==> config.mk <==
export PLATFORM = sky130hd
export DESIGN_NAME = ppc_relocation_patcher_top
export DESIGN_NICKNAME = d
export VERILOG_FILES = /design/src/hw/rtl/ppcrp_pkg.sv /design/src/hw/rtl/ppc_relocation_patcher_top.sv /design/src/hw/rtl/ppcrp_front.sv /design/src/hw/rtl/ppcrp_queue.sv /design/src/hw/rtl/ppcrp_back.sv
export SDC_FILE = /design/constraint.sdc
export NUM_CORES = 1
export LEC_CHECK = 0
export BUFFER_PORTS_ARGS = -buffer_cell sky130_fd_sc_hd__buf_2
export CAP_MARGIN = 20
export CORE_ASPECT_RATIO = 1.5
export CORE_MARGIN = 3
export CORE_UTILIZATION = 45
export CTS_CLUSTER_SIZE = 24
export DETAILED_ROUTE_END_ITERATION = 8
export SLEW_MARGIN = 20
export SYNTH_ARGS = -nofsm -noshare
export SYNTH_HDL_FRONTEND = slang
export SYNTH_SLANG_ARGS = --single-unit
==> constraint.sdc <==
create_clock -name clk -period 7.93 [get_ports clk]
set_input_delay 1.9825 -clock clk [delete_from_list [all_inputs] [get_ports clk]]
set_output_delay 1.9825 -clock clk [all_outputs]
set_load 0.01 [all_outputs]
==> src/hw/rtl/ppcrp_pkg.sv <==
// Shared types, relocation codes and veneer constants for the relocation patcher.
package ppcrp_pkg;

	// input word: one relocation record
	typedef struct packed {
		logic               op;
		logic [7:0]         reloc_type;
		logic [31:0]        section_base;
		logic [31:0]        place_offset;
		logic signed [31:0] addend;
		logic [31:0]        symbol_value;
		logic [31:0]        old_word;
	} req_t;

	// output word: one memory write (or a write-free status)
	typedef struct packed {
		logic [2:0]  status;
		logic [1:0]  write_size;
		logic [31:0] write_addr;
		logic [31:0] write_data;
		logic        last;
	} res_t;

	// classified command between front and back
	typedef struct packed {
		logic        far;     // branch needs a veneer
		logic        is14;    // 14-bit branch field
		logic [2:0]  status;
		logic [1:0]  size;
		logic [31:0] addr;
		logic [31:0] data;    // final data, or old word with field cleared when far
		logic [31:0] target;  // S + A, veneer target
		logic [31:0] adj;     // added to veneer address to form the branch field
	} cmd_t;

	localparam logic OP_APPLY = 1'b0;
	localparam logic OP_SIZE  = 1'b1;

	localparam logic [2:0] ST_OK     = 3'd0;
	localparam logic [2:0] ST_CACHE  = 3'd1;
	localparam logic [2:0] ST_ADD    = 3'd2;
	localparam logic [2:0] ST_NOROOM = 3'd3;
	localparam logic [2:0] ST_UNSUP  = 3'd4;

	localparam logic [1:0] SZ_NONE = 2'd0;
	localparam logic [1:0] SZ_HALF = 2'd1;
	localparam logic [1:0] SZ_WORD = 2'd2;

	localparam logic [7:0] R_NONE       = 8'd0;
	localparam logic [7:0] R_ADDR32     = 8'd1;
	localparam logic [7:0] R_ADDR24     = 8'd2;
	localparam logic [7:0] R_ADDR16_LO  = 8'd4;
	localparam logic [7:0] R_ADDR16_HI  = 8'd5;
	localparam logic [7:0] R_ADDR16_HA  = 8'd6;
	localparam logic [7:0] R_ADDR14     = 8'd7;
	localparam logic [7:0] R_REL24      = 8'd10;
	localparam logic [7:0] R_REL14      = 8'd11;
	localparam logic [7:0] R_REL32      = 8'd26;
	localparam logic [7:0] R_SDAREL16   = 8'd32;
	localparam logic [7:0] R_TPREL16_LO = 8'd70;
	localparam logic [7:0] R_TPREL16_HI = 8'd71;
	localparam logic [7:0] R_TPREL16_HA = 8'd72;

	localparam logic [1:0] CFG_SMALL_BASE  = 2'd0;
	localparam logic [1:0] CFG_TRAMP_START = 2'd1;
	localparam logic [1:0] CFG_TRAMP_END   = 2'd2;

	localparam logic [31:0] INSN_LIS   = 32'h3d800000;
	localparam logic [31:0] INSN_ORI   = 32'h618c0000;
	localparam logic [31:0] INSN_MTCTR = 32'h7d8903a6;
	localparam logic [31:0] INSN_BCTR  = 32'h4e800420;
	localparam logic [31:0] MASK14     = 32'h0000fffc;
	localparam logic [31:0] MASK24     = 32'h03fffffc;
	localparam logic [32:0] VENEER_BYTES = 33'd16;

	// veneer sequencing: four instruction words then the branch word
	localparam logic [2:0] VS_LIS    = 3'd0;
	localparam logic [2:0] VS_ORI    = 3'd1;
	localparam logic [2:0] VS_MTCTR  = 3'd2;
	localparam logic [2:0] VS_BCTR   = 3'd3;
	localparam logic [2:0] VS_BRANCH = 3'd4;

	localparam int QDEPTH = 2;
	localparam int QPTR_W = $clog2(QDEPTH);

endpackage

==> src/hw/rtl/ppc_relocation_patcher_top.sv <==
// Top level of the PowerPC RELA relocation patcher.
// Usage:
//  - Input channel (push/full/req): one relocation record per word, accepted
//    at an edge with push high and full low.
//  - Result channel (empty/pop/res): the oldest result sits on res while
//    empty is low; it is taken at an edge with pop high.
//  - Config channel (cfg_valid/cfg_ready/cfg_index/cfg_data): cfg_ready is
//    always high. Index 0 small data base, 1 trampoline start (also reloads
//    the trampoline pointer), 2 trampoline end; other indexes are dropped.
//    Write config only while the block is idle.
// Timing:
//  - Front: one register stage computes P and S+A, classification feeds a
//    two-entry command queue; back: one result per cycle into the output reg
//    while the receiver pops. A record passes front reg, queue, output reg.
//  - Throughput: one record per cycle when each gives one result and res is
//    popped; veneer words leave one by one while the front fills the queue.
//  - A stalled receiver holds res; the queue and front register absorb up
//    to three records before full rises.
// Reset: config registers and trampoline pointer clear to zero, queue and stages empty.
module ppc_relocation_patcher_top (
	input  logic            clk,
	input  logic            arst_n,
	input  logic            push,
	output logic            full,
	input  ppcrp_pkg::req_t req,
	output logic            empty,
	input  logic            pop,
	output ppcrp_pkg::res_t res,
	input  logic            cfg_valid,
	output logic            cfg_ready,
	input  logic [1:0]      cfg_index,
	input  logic [31:0]     cfg_data
);

	logic [31:0]     small_base_q;
	logic [31:0]     tramp_end_q;
	logic            cfg_wr;
	logic            tnext_load;

	logic            q_push;
	logic            q_full;
	logic            q_pop;
	logic            q_empty;
	ppcrp_pkg::cmd_t q_wdata;
	ppcrp_pkg::cmd_t q_head;

	assign cfg_ready  = 1'b1;
	assign cfg_wr     = cfg_valid && cfg_ready;
	assign tnext_load = cfg_wr && (cfg_index == ppcrp_pkg::CFG_TRAMP_START);

	always_ff @(posedge clk or negedge arst_n) begin
		if (!arst_n) begin
			small_base_q <= 32'd0;
			tramp_end_q  <= 32'd0;
		end else if (cfg_wr) begin
			case (cfg_index)
				ppcrp_pkg::CFG_SMALL_BASE: small_base_q <= cfg_data;
				ppcrp_pkg::CFG_TRAMP_END:  tramp_end_q  <= cfg_data;
				default: ;
			endcase
		end
	end

	ppcrp_front u_front (
		.clk        (clk),
		.arst_n     (arst_n),
		.push       (push),
		.full       (full),
		.req        (req),
		.small_base (small_base_q),
		.cmd_push   (q_push),
		.cmd_full   (q_full),
		.cmd        (q_wdata)
	);

	ppcrp_queue u_queue (
		.clk    (clk),
		.arst_n (arst_n),
		.push   (q_push),
		.full   (q_full),
		.wdata  (q_wdata),
		.pop    (q_pop),
		.empty  (q_empty),
		.head   (q_head)
	);

	ppcrp_back u_back (
		.clk         (clk),
		.arst_n      (arst_n),
		.cmd_empty   (q_empty),
		.cmd_pop     (q_pop),
		.cmd         (q_head),
		.tnext_load  (tnext_load),
		.tnext_value (cfg_data),
		.tramp_end   (tramp_end_q),
		.empty       (empty),
		.pop         (pop),
		.res         (res)
	);

endmodule

==> src/hw/rtl/ppcrp_front.sv <==
// Front end: registers a relocation record and classifies it into a command.
module ppcrp_front (
	input  logic               clk,
	input  logic               arst_n,
	input  logic               push,
	output logic               full,
	input  ppcrp_pkg::req_t    req,
	input  logic [31:0]        small_base,
	output logic               cmd_push,
	input  logic               cmd_full,
	output ppcrp_pkg::cmd_t    cmd
);

	logic            valid_s1;
	ppcrp_pkg::req_t req_s1;
	logic [31:0]     p_s1;
	logic [31:0]     sa_s1;

	logic        adv;
	logic        accept;
	logic        sizing;
	logic        rel;
	logic        is14;
	logic        far;
	logic        half;
	logic [15:0] hw;
	logic [31:0] d;
	logic [31:0] sda;
	logic [15:0] ha;
	logic [31:0] mask;
	logic [31:0] field;

	assign adv      = !valid_s1 || !cmd_full;
	assign full     = !adv;
	assign accept   = push && !full;
	assign cmd_push = valid_s1 && !cmd_full;

	always_ff @(posedge clk or negedge arst_n) begin
		if (!arst_n) begin
			valid_s1 <= 1'b0;
		end else if (adv) begin
			valid_s1 <= accept;
		end
	end

	always_ff @(posedge clk) begin
		if (accept) begin
			req_s1 <= req;
			p_s1   <= req.section_base + req.place_offset;
			sa_s1  <= req.symbol_value + req.addend;
		end
	end

	always_comb begin
		sizing = (req_s1.op == ppcrp_pkg::OP_SIZE);
		d      = sa_s1 - p_s1;
		sda    = sa_s1 - small_base;
		ha     = sa_s1[31:16] + {15'd0, sa_s1[15]};
		rel    = req_s1.reloc_type inside {ppcrp_pkg::R_REL24, ppcrp_pkg::R_REL14};
		is14   = req_s1.reloc_type inside {ppcrp_pkg::R_ADDR14, ppcrp_pkg::R_REL14};
		mask   = is14 ? ppcrp_pkg::MASK14 : ppcrp_pkg::MASK24;
		field  = rel ? d : sa_s1;
		// relative: signed displacement must sign-extend from bit 15 / 25
		// absolute: (S+A)>>2 must fit unsigned in 14 / 24 bits
		if (rel) begin
			far = is14 ? !((&d[31:15]) || !(|d[31:15]))
				: !((&d[31:25]) || !(|d[31:25]));
		end else begin
			far = is14 ? (|sa_s1[31:16]) : (|sa_s1[31:26]);
		end
		half = 1'b0;
		hw   = 16'd0;

		cmd        = '0;
		cmd.status = ppcrp_pkg::ST_OK;
		cmd.size   = ppcrp_pkg::SZ_NONE;
		cmd.is14   = is14;

		case (req_s1.reloc_type)
			ppcrp_pkg::R_NONE: begin
				cmd.status = ppcrp_pkg::ST_OK;
			end
			ppcrp_pkg::R_ADDR32, ppcrp_pkg::R_REL32: begin
				if (!sizing) begin
					cmd.size = ppcrp_pkg::SZ_WORD;
					cmd.addr = p_s1;
					cmd.data = (req_s1.reloc_type == ppcrp_pkg::R_ADDR32) ? sa_s1 : d;
				end
			end
			ppcrp_pkg::R_ADDR16_LO, ppcrp_pkg::R_TPREL16_LO: begin
				half = 1'b1;
				hw   = sa_s1[15:0];
			end
			ppcrp_pkg::R_ADDR16_HI, ppcrp_pkg::R_TPREL16_HI: begin
				half = 1'b1;
				hw   = sa_s1[31:16];
			end
			ppcrp_pkg::R_ADDR16_HA, ppcrp_pkg::R_TPREL16_HA: begin
				half = 1'b1;
				hw   = ha;
			end
			ppcrp_pkg::R_SDAREL16: begin
				half = 1'b1;
				hw   = sda[15:0];
			end
			ppcrp_pkg::R_ADDR24, ppcrp_pkg::R_ADDR14,
			ppcrp_pkg::R_REL24, ppcrp_pkg::R_REL14: begin
				if (sizing && (req_s1.section_base == 32'd0)) begin
					cmd.status = ppcrp_pkg::ST_CACHE;
				end else if (sizing) begin
					cmd.status = far ? ppcrp_pkg::ST_ADD : ppcrp_pkg::ST_OK;
				end else if (!far) begin
					cmd.size = ppcrp_pkg::SZ_WORD;
					cmd.addr = p_s1;
					cmd.data = (req_s1.old_word & ~mask) | (field & mask);
				end else begin
					cmd.far    = 1'b1;
					cmd.size   = ppcrp_pkg::SZ_WORD;
					cmd.addr   = p_s1;
					cmd.data   = req_s1.old_word & ~mask;
					cmd.target = sa_s1;
					cmd.adj    = rel ? (req_s1.addend - p_s1) : req_s1.addend;
				end
			end
			default: begin
				cmd.status = ppcrp_pkg::ST_UNSUP;
			end
		endcase

		if (half && !sizing) begin
			cmd.size = ppcrp_pkg::SZ_HALF;
			cmd.addr = p_s1;
			cmd.data = {16'd0, hw};
		end
	end

endmodule

==> src/hw/rtl/ppcrp_queue.sv <==
// Short command queue between the front and back ends.
module ppcrp_queue (
	input  logic            clk,
	input  logic            arst_n,
	input  logic            push,
	output logic            full,
	input  ppcrp_pkg::cmd_t wdata,
	input  logic            pop,
	output logic            empty,
	output ppcrp_pkg::cmd_t head
);

	ppcrp_pkg::cmd_t                   mem_q [ppcrp_pkg::QDEPTH];
	logic [ppcrp_pkg::QPTR_W-1:0]      wr_ptr_q;
	logic [ppcrp_pkg::QPTR_W-1:0]      rd_ptr_q;
	logic [ppcrp_pkg::QPTR_W:0]        cnt_q;
	logic                              do_push;
	logic                              do_pop;

	assign empty   = (cnt_q == '0);
	assign full    = (cnt_q == (ppcrp_pkg::QPTR_W+1)'(ppcrp_pkg::QDEPTH));
	assign do_push = push && !full;
	assign do_pop  = pop && !empty;
	assign head    = mem_q[rd_ptr_q];

	always_ff @(posedge clk or negedge arst_n) begin
		if (!arst_n) begin
			wr_ptr_q <= '0;
			rd_ptr_q <= '0;
			cnt_q    <= '0;
		end else begin
			if (do_push) begin
				wr_ptr_q <= wr_ptr_q + 1'b1;
			end
			if (do_pop) begin
				rd_ptr_q <= rd_ptr_q + 1'b1;
			end
			if (do_push && !do_pop) begin
				cnt_q <= cnt_q + 1'b1;
			end else if (do_pop && !do_push) begin
				cnt_q <= cnt_q - 1'b1;
			end
		end
	end

	always_ff @(posedge clk) begin
		if (do_push) begin
			mem_q[wr_ptr_q] <= wdata;
		end
	end

endmodule

==> src/hw/rtl/ppcrp_back.sv <==
// Back end: trampoline pointer, veneer sequencing and the output register.
module ppcrp_back (
	input  logic            clk,
	input  logic            arst_n,
	input  logic            cmd_empty,
	output logic            cmd_pop,
	input  ppcrp_pkg::cmd_t cmd,
	input  logic            tnext_load,
	input  logic [31:0]     tnext_value,
	input  logic [31:0]     tramp_end,
	output logic            empty,
	input  logic            pop,
	output ppcrp_pkg::res_t res
);

	logic [31:0]     tnext_q;
	logic [2:0]      step_q;
	logic            out_valid_q;
	ppcrp_pkg::res_t out_q;

	logic            adv;
	logic            go;
	logic            room;
	logic            done;
	logic [31:0]     mask;
	logic [31:0]     field;
	ppcrp_pkg::res_t nxt;

	assign adv     = !out_valid_q || pop;
	assign go      = !cmd_empty && adv;
	assign cmd_pop = go && done;
	assign empty   = !out_valid_q;
	assign res     = out_q;

	always_comb begin
		room  = ({1'b0, tnext_q} + ppcrp_pkg::VENEER_BYTES) <= {1'b0, tramp_end};
		mask  = cmd.is14 ? ppcrp_pkg::MASK14 : ppcrp_pkg::MASK24;
		field = tnext_q + cmd.adj;
		done  = 1'b1;

		nxt            = '0;
		nxt.status     = cmd.status;
		nxt.write_size = cmd.size;
		nxt.write_addr = cmd.addr;
		nxt.write_data = cmd.data;
		nxt.last       = 1'b1;

		if (cmd.far) begin
			nxt.status     = ppcrp_pkg::ST_OK;
			nxt.write_size = ppcrp_pkg::SZ_WORD;
			nxt.write_addr = tnext_q + {27'd0, step_q, 2'b00};
			nxt.last       = 1'b0;
			done           = 1'b0;
			case (step_q)
				ppcrp_pkg::VS_LIS: begin
					if (!room) begin
						nxt.status     = ppcrp_pkg::ST_NOROOM;
						nxt.write_size = ppcrp_pkg::SZ_NONE;
						nxt.write_addr = 32'd0;
						nxt.write_data = 32'd0;
						nxt.last       = 1'b1;
						done           = 1'b1;
					end else begin
						nxt.write_data = ppcrp_pkg::INSN_LIS | {16'd0, cmd.target[31:16]};
					end
				end
				ppcrp_pkg::VS_ORI: begin
					nxt.write_data = ppcrp_pkg::INSN_ORI | {16'd0, cmd.target[15:0]};
				end
				ppcrp_pkg::VS_MTCTR: begin
					nxt.write_data = ppcrp_pkg::INSN_MTCTR;
				end
				ppcrp_pkg::VS_BCTR: begin
					nxt.write_data = ppcrp_pkg::INSN_BCTR;
				end
				default: begin
					nxt.write_addr = cmd.addr;
					nxt.write_data = cmd.data | (field & mask);
					nxt.last       = 1'b1;
					done           = 1'b1;
				end
			endcase
		end
	end

	always_ff @(posedge clk or negedge arst_n) begin
		if (!arst_n) begin
			tnext_q     <= 32'd0;
			step_q      <= ppcrp_pkg::VS_LIS;
			out_valid_q <= 1'b0;
		end else begin
			if (tnext_load) begin
				tnext_q <= tnext_value;
			end else if (go && cmd.far && (step_q == ppcrp_pkg::VS_BRANCH)) begin
				tnext_q <= tnext_q + ppcrp_pkg::VENEER_BYTES[31:0];
			end
			if (go && cmd.far) begin
				step_q <= done ? ppcrp_pkg::VS_LIS : step_q + 3'd1;
			end
			if (adv) begin
				out_valid_q <= go;
			end
		end
	end

	always_ff @(posedge clk) begin
		if (go) begin
			out_q <= nxt;
		end
	end

endmodule

Yosys cells after proc, flatten, opt, wreduce, memory -nomap -nowiden:

Memory sizes are Yosys's and may differ from the RTL's.
Cells that the tools add are included.

* input port bits: 208
* word-level logic and storage cells: 160
* register bits: 328
* memories: 1
* memory bits (read-only): 0
* output and inout port bits: 73
* bits in latches: 0
* RAM bits: 270

* add/sub/neg operators: 15
* multiplexer cells: 42
* shift operators: 0
* bitwise logic cells: 6
* eq/ne operators: 20
* div/mod/pow operators: 0
* $mul: 0
* reduce and logical (&&, ||, !) cells: 54
* magnitude comparators: 1

Memory list
* u_queue.mem_q: depth 2, bits a word 135, read ports 1, clocked after memory_dff 0, wr ports 1, RTL line ppcrp_queue.sv:13 `ppcrp_pkg::cmd_t mem_q [ppcrp_pkg::QDEPTH];`

Operator list (number)
* $mux 130: 2
* $mux 32: 6
* $mux 66: 2
* $pmux 66 s2: 1
* $mux 64: 2
* $pmux 32 s4: 1
* $add 32x32->32: 3
* $and 32x32->32: 3
* $mux 70: 1
* $or 32x32->32: 2
* $pmux 16 s4: 1
* $pmux 32 s2: 1
* $sub 32x32->32: 2
* $mux 26: 2
* $mux 36: 1
* $add 32x5->33 const B: 1
* $le 33x32->1: 1
* $add 32x5->32: 1
* $add 32x5->32 const B: 1
* $eq 8x3->1 const B: 4
* $logic_not 32->1: 1
* $not 32->32: 1
* $mux 30: 1
* $eq 8x7->1 const B: 3
* 40 further kinds: 94

Longest topological paths before layout:

* depth after elaboration: 12
* gate-level depth with buffers: 23

Hierarchy:

From an unflattened synthesis, not the netlist that was laid out.

* cells, all modules: 3231
* area total of the unflattened synthesis: 35457.8 um2

By module, submodules not included
* ppcrp_front: cells an instance 1719, area each 14845.5 um2, times used 1
* ppcrp_queue: cells an instance 439, area each 10087.2 um2, times used 1
* ppcrp_back: cells an instance 934, area each 8087.8 um2, times used 1
* ppc_relocation_patcher_top: cells an instance 139, area each 2437.3 um2, times used 1

Worst setup path before layout:

No wires, ideal clock.

* path type: input-to-reg
* start: in pop
* end: reg u_back.tnext_q[12]
* buffers on the path: 1
* setup time: 0.137 ns
* arrival: 7.093 ns
* stages: 9
* data required time: 7.793 ns
* path slack: 0.700 ns
* cell sequence: inv_1 > a21oi_1 > nand2_1 > nor3_1 > clkbuf_1 > nand2_1 > nor2_1 > xnor2_1 > a21oi_1

* word-level cells in the longest chain between the ends: 5

RTL lines
* start, declared: RTL line ppc_relocation_patcher_top.sv:27 `input logic pop,`
* $logic_or 1x1->1: RTL line ppcrp_back.sv:29 `assign adv = !out_valid_q || pop;`
* $logic_and 1x1->1: RTL line ppcrp_back.sv:30 `assign go = !cmd_empty && adv;`
* named net u_back.go: RTL line ppcrp_back.sv:22 `logic go;`
* $logic_and 1x1->1 (2 in series): RTL line ppcrp_back.sv:94 `end else if (go && cmd.far && (step_q == ppcrp_pkg::VS_BRANCH)) begin`
* $reduce_bool 2->1 (no line)
* end signal, assigned: RTL line ppcrp_back.sv:93 `tnext_q <= tnext_value;`
* end signal, assigned: RTL line ppcrp_back.sv:95 `tnext_q <= tnext_q + ppcrp_pkg::VENEER_BYTES[31:0];`
* end, declared: RTL line ppcrp_back.sv:16 `logic [31:0] tnext_q;`

The timed path passes the listed nets, and every way through them passes these cells.
A chain may end at the register's enable or synchronous reset.

==> impl_metrics.json <==
{
  "grt_pass1_wl_mm": 155,
  "whs_path_depth": 1,
  "cpPeakStageDelay_ns": 0.65,
  "hold_end": "tramp_end_q[5]$_DFFE_PN0P_",
  "fin_cells": 4191,
  "hold_class": "reg -> reg",
  "hold_viol_final": 0,
  "place_area_um2": 35100,
  "cts_num_sinks": 566,
  "grt-ovfl-total": 0,
  "syn-num-nets": 3416,
  "rows": 120,
  "synth_seq_area_share_pct": 50.5,
  "rsz0062_at_grt": "false",
  "synth_top_area_cell": "edfxtp_1",
  "power.total_mw": 12.8,
  "track_usage_pct": 27.4,
  "antenna_found_initial": 2,
  "dp_cells": 4089,
  "cts_setup_buffers": 0,
  "cts_buffers": 55,
  "path_clk_slew_ns": 0.07,
  "synth_edf_count": 477,
  "avgSynthCellArea_um2": 10.9,
  "path_max_fanout": 32,
  "end_kind": "flop",
  "syn-cell-area_um2": 32800,
  "drv_slew": 0,
  "drv_cap": 0,
  "worstSetupPathType": "reg -> reg",
  "vias_per_cell": 5.90,
  "period_needed_ns": 5.91,
  "grt_max_degree": 146,
  "multiInputGateArea_um2": 15300,
  "r2r-end": "u_back.res[62]$_DFFE_PP_",
  "ys_seq_elements": 566,
  "slew_headroom_pct": 29.7,
  "grt_pass1_vias": 24660,
  "core_um2": 71800,
  "crit_chain": "nand3_1 > nor2_1 > nand3_1 > nor2_1 > and3_1 > nand3_1 > nor2_1 > nand2_1 > xnor2_1 > ha_1 > nand4_1 > nor3_1 > a21oi_1 > o211a_1 > o31ai_4 > buf_4 > o22ai_1",
  "drtPass1Iterations": 6,
  "cpLargestDelayFamily": "simple AND/OR/NAND/NOR gates",
  "cts_max_path_buffers": 3,
  "io_pins": 281,
  "drtIter0Drc": 2137,
  "synth_ff_type": "edfxtp_1",
  "async_reset_ff_share_pct": 15.7,
  "final_cell_mix": "edfxtp_1, buf_2, nand2_1",
  "setup_viol": 0,
  "status": "finished, final reports clean",
  "syn_inst": 3001,
  "ir_drop_v": 0.000225,
  "synth_top_area_share_pct": 43.7,
  "gp_congestion": 0.955,
  "numPortBuffers": 265,
  "die_height_um": 337,
  "cp_num_buf_inv": 1,
  "cts-root-buf": "clkbuf_16",
  "ys_top_cells_by_area": "edfxtp_1, ha_1, dfrtp_1",
  "dpl.hpwl_mm": 82.2,
  "ys_types": 84,
  "final_common_cell": "edfxtp_1",
  "fmax_ghz": 0.169,
  "initial_core_util_pct": 45.7,
  "setup_ws_ns": 2.02,
  "fillers": 6501,
  "wl_per_cell_um": 25.3,
  "r2r-start": "u_back.tnext_q[6]$_DFFE_PN0P_",
  "antenna_cells": 0,
  "drc_errors": 0,
  "stdcell_area_um2": 36900,
  "antenna_left": 0,
  "post_cts_resized": 0,
  "via_count": 24723,
  "cp.required_ns": 8.26,
  "min_from": "tramp_end_q[5]$_DFFE_PN0P_",
  "slowest_stage": "o211a_1",
  "cts_tree": "done",
  "worstMarginPinSlew_ns": 1.04,
  "syn_to_final_growth_pct": 12.6,
  "p_leak_nw": 14.9,
  "period_share_pct": 74.5,
  "cellPowerDensity_nw_per_um2": 347,
  "insertion_delay_ns": 0.64,
  "register_area_um2": 16600,
  "dieArea_um2": 76200,
  "dp_slack_ns": 2.08,
  "cts.htree.levels": 2,
  "die_x_um": 226,
  "rrSetupSlack_ns": 2.02,
  "start_kind": "flop",
  "cts_hold_buf": 0,
  "setup-tns-final_ns": 0,
  "nets": 3646,
  "drive_above_1_share_pct": 15.8,
  "wirelength_mm": 106,
  "crit_arrival_ns": 6.24,
  "yosys_warnings": 0,
  "fin_skew_ns": 0.0242,
  "reg2regPathDepth": 17
}
-- stage by stage --
stage	hold WS (ns)	util, %
global route	0.523	51.5
detailed placement	0.494	48.9
finish	0.507	51.5
floorplan	0.461	-
CTS	0.509	51.5
global placement	0.488	48.9
-- kinds of logic (layout without fill, tap and decap cells) --
group | after synthesis | count (layout) | share of synthesized area [%]
AND/OR/NAND/NOR | 864 | 864 | 12.7
flip-flops | 566 | 566 | 50.5
XOR/XNOR | 219 | 219 | 5.89
AO/OA/AOI/OAI | 711 | 711 | 14.0
multiplexers | 180 | 180 | 5.86
other | 1 | 1 | 0.0114
buffers and inverters | 253 | 528 | 3.01
adder cells (fa/ha/maj) | 207 | 207 | 8.04
-- state kept, by name, indices dropped and copies added (netlist names) --
register and flops:
u_queue.mem_q 258, u_front.req_s1 84, u_back.res 70, tramp_end_q 32, u_back.tnext_q 32, u_front.p_s1 32, u_front.sa_s1 32, small_base_q 16
u_back.step_q 3, u_queue.cnt_q 2, u_back.out_valid_q 1, u_front.sizing 1, u_front.valid_s1 1, u_queue.rd_ptr_q 1, u_queue.wr_ptr_q 1
-- cells in the mapped netlist, types with 6 or more instances --
cell and number:
nor4_1 20, fa_1 6, nor2b_1 40, a31oi_1 27, dfrtp_1 89, o22ai_1 38
nor3b_1 7, or3_1 18, clkbuf_1 101, o21bai_1 10, ha_1 201, nand3_1 54
a22oi_1 9, a41oi_1 7, nand3b_1 7, and2_1 18, a31o_2 7, buf_1 14
a21o_1 62, a221oi_1 20, mux2_2 97, and3_1 90, nor2_1 208, a32oi_1 8
a211oi_1 19, nand4_1 25, nor3_1 78, xnor2_1 137, o31ai_2 11, mux2i_1 83
o31ai_1 13, edfxtp_1 477, inv_1 132, a21boi_0 8, a21oi_1 197, nand2b_1 34
o21ai_1 6, xor2_1 81, nand2_1 242, o21ai_0 165, o211ai_1 13, o21a_1 33
and4_1 6
-- layer usage --
layer | global-route usage [%] | wire [um]
met1 | 34.7 | 42600
met2 | 47.2 | 52000
met3 | 3.19 | 5940
met5 | 0 | 0
met4 | 12.6 | 5510
-- where the power goes --
part	leakage, nW	internal (mW)	total [mW]	switching [mW]
logic	8.35	1.89	5.27	3.38
registers	5.66	4.33	4.83	0.506
clock network	0.896	1.54	2.71	1.17
-- worst max path at each step --
stage                                  startpoint                              to  slack (ns)  cells after the start
finish              u_back.tnext_q[6]$_DFFE_PN0P_        u_back.res[62]$_DFFE_PP_        2.02                     17
global route        u_back.tnext_q[6]$_DFFE_PN0P_        u_back.res[62]$_DFFE_PP_        1.72                     17
CTS                 u_back.tnext_q[6]$_DFFE_PN0P_        u_back.res[40]$_DFFE_PP_        2.04                     17
detailed placement  u_back.tnext_q[6]$_DFFE_PN0P_        u_back.res[40]$_DFFE_PP_        2.08                     17
global placement    u_back.tnext_q[6]$_DFFE_PN0P_        u_back.res[40]$_DFFE_PP_        2.13                     17
floorplan                                     pop  u_back.tnext_q[12]$_DFFE_PN0P_        0.70                      9
-- layout make-up --
| class | count | share of cell area (%) |
|---|---|---|
| Sequential cell | 566 | 44.8 |
| Clock inverter | 40 | 1.07 |
| Multi-Input combinational cell | 2182 | 41.5 |
| Inverter | 133 | 1.35 |
| Tap cell | 915 | 3.10 |
| Clock buffer | 62 | 3.91 |
| Timing Repair Buffer | 293 | 4.20 |
No activity file was read; power rests on OpenSTA's default activity.
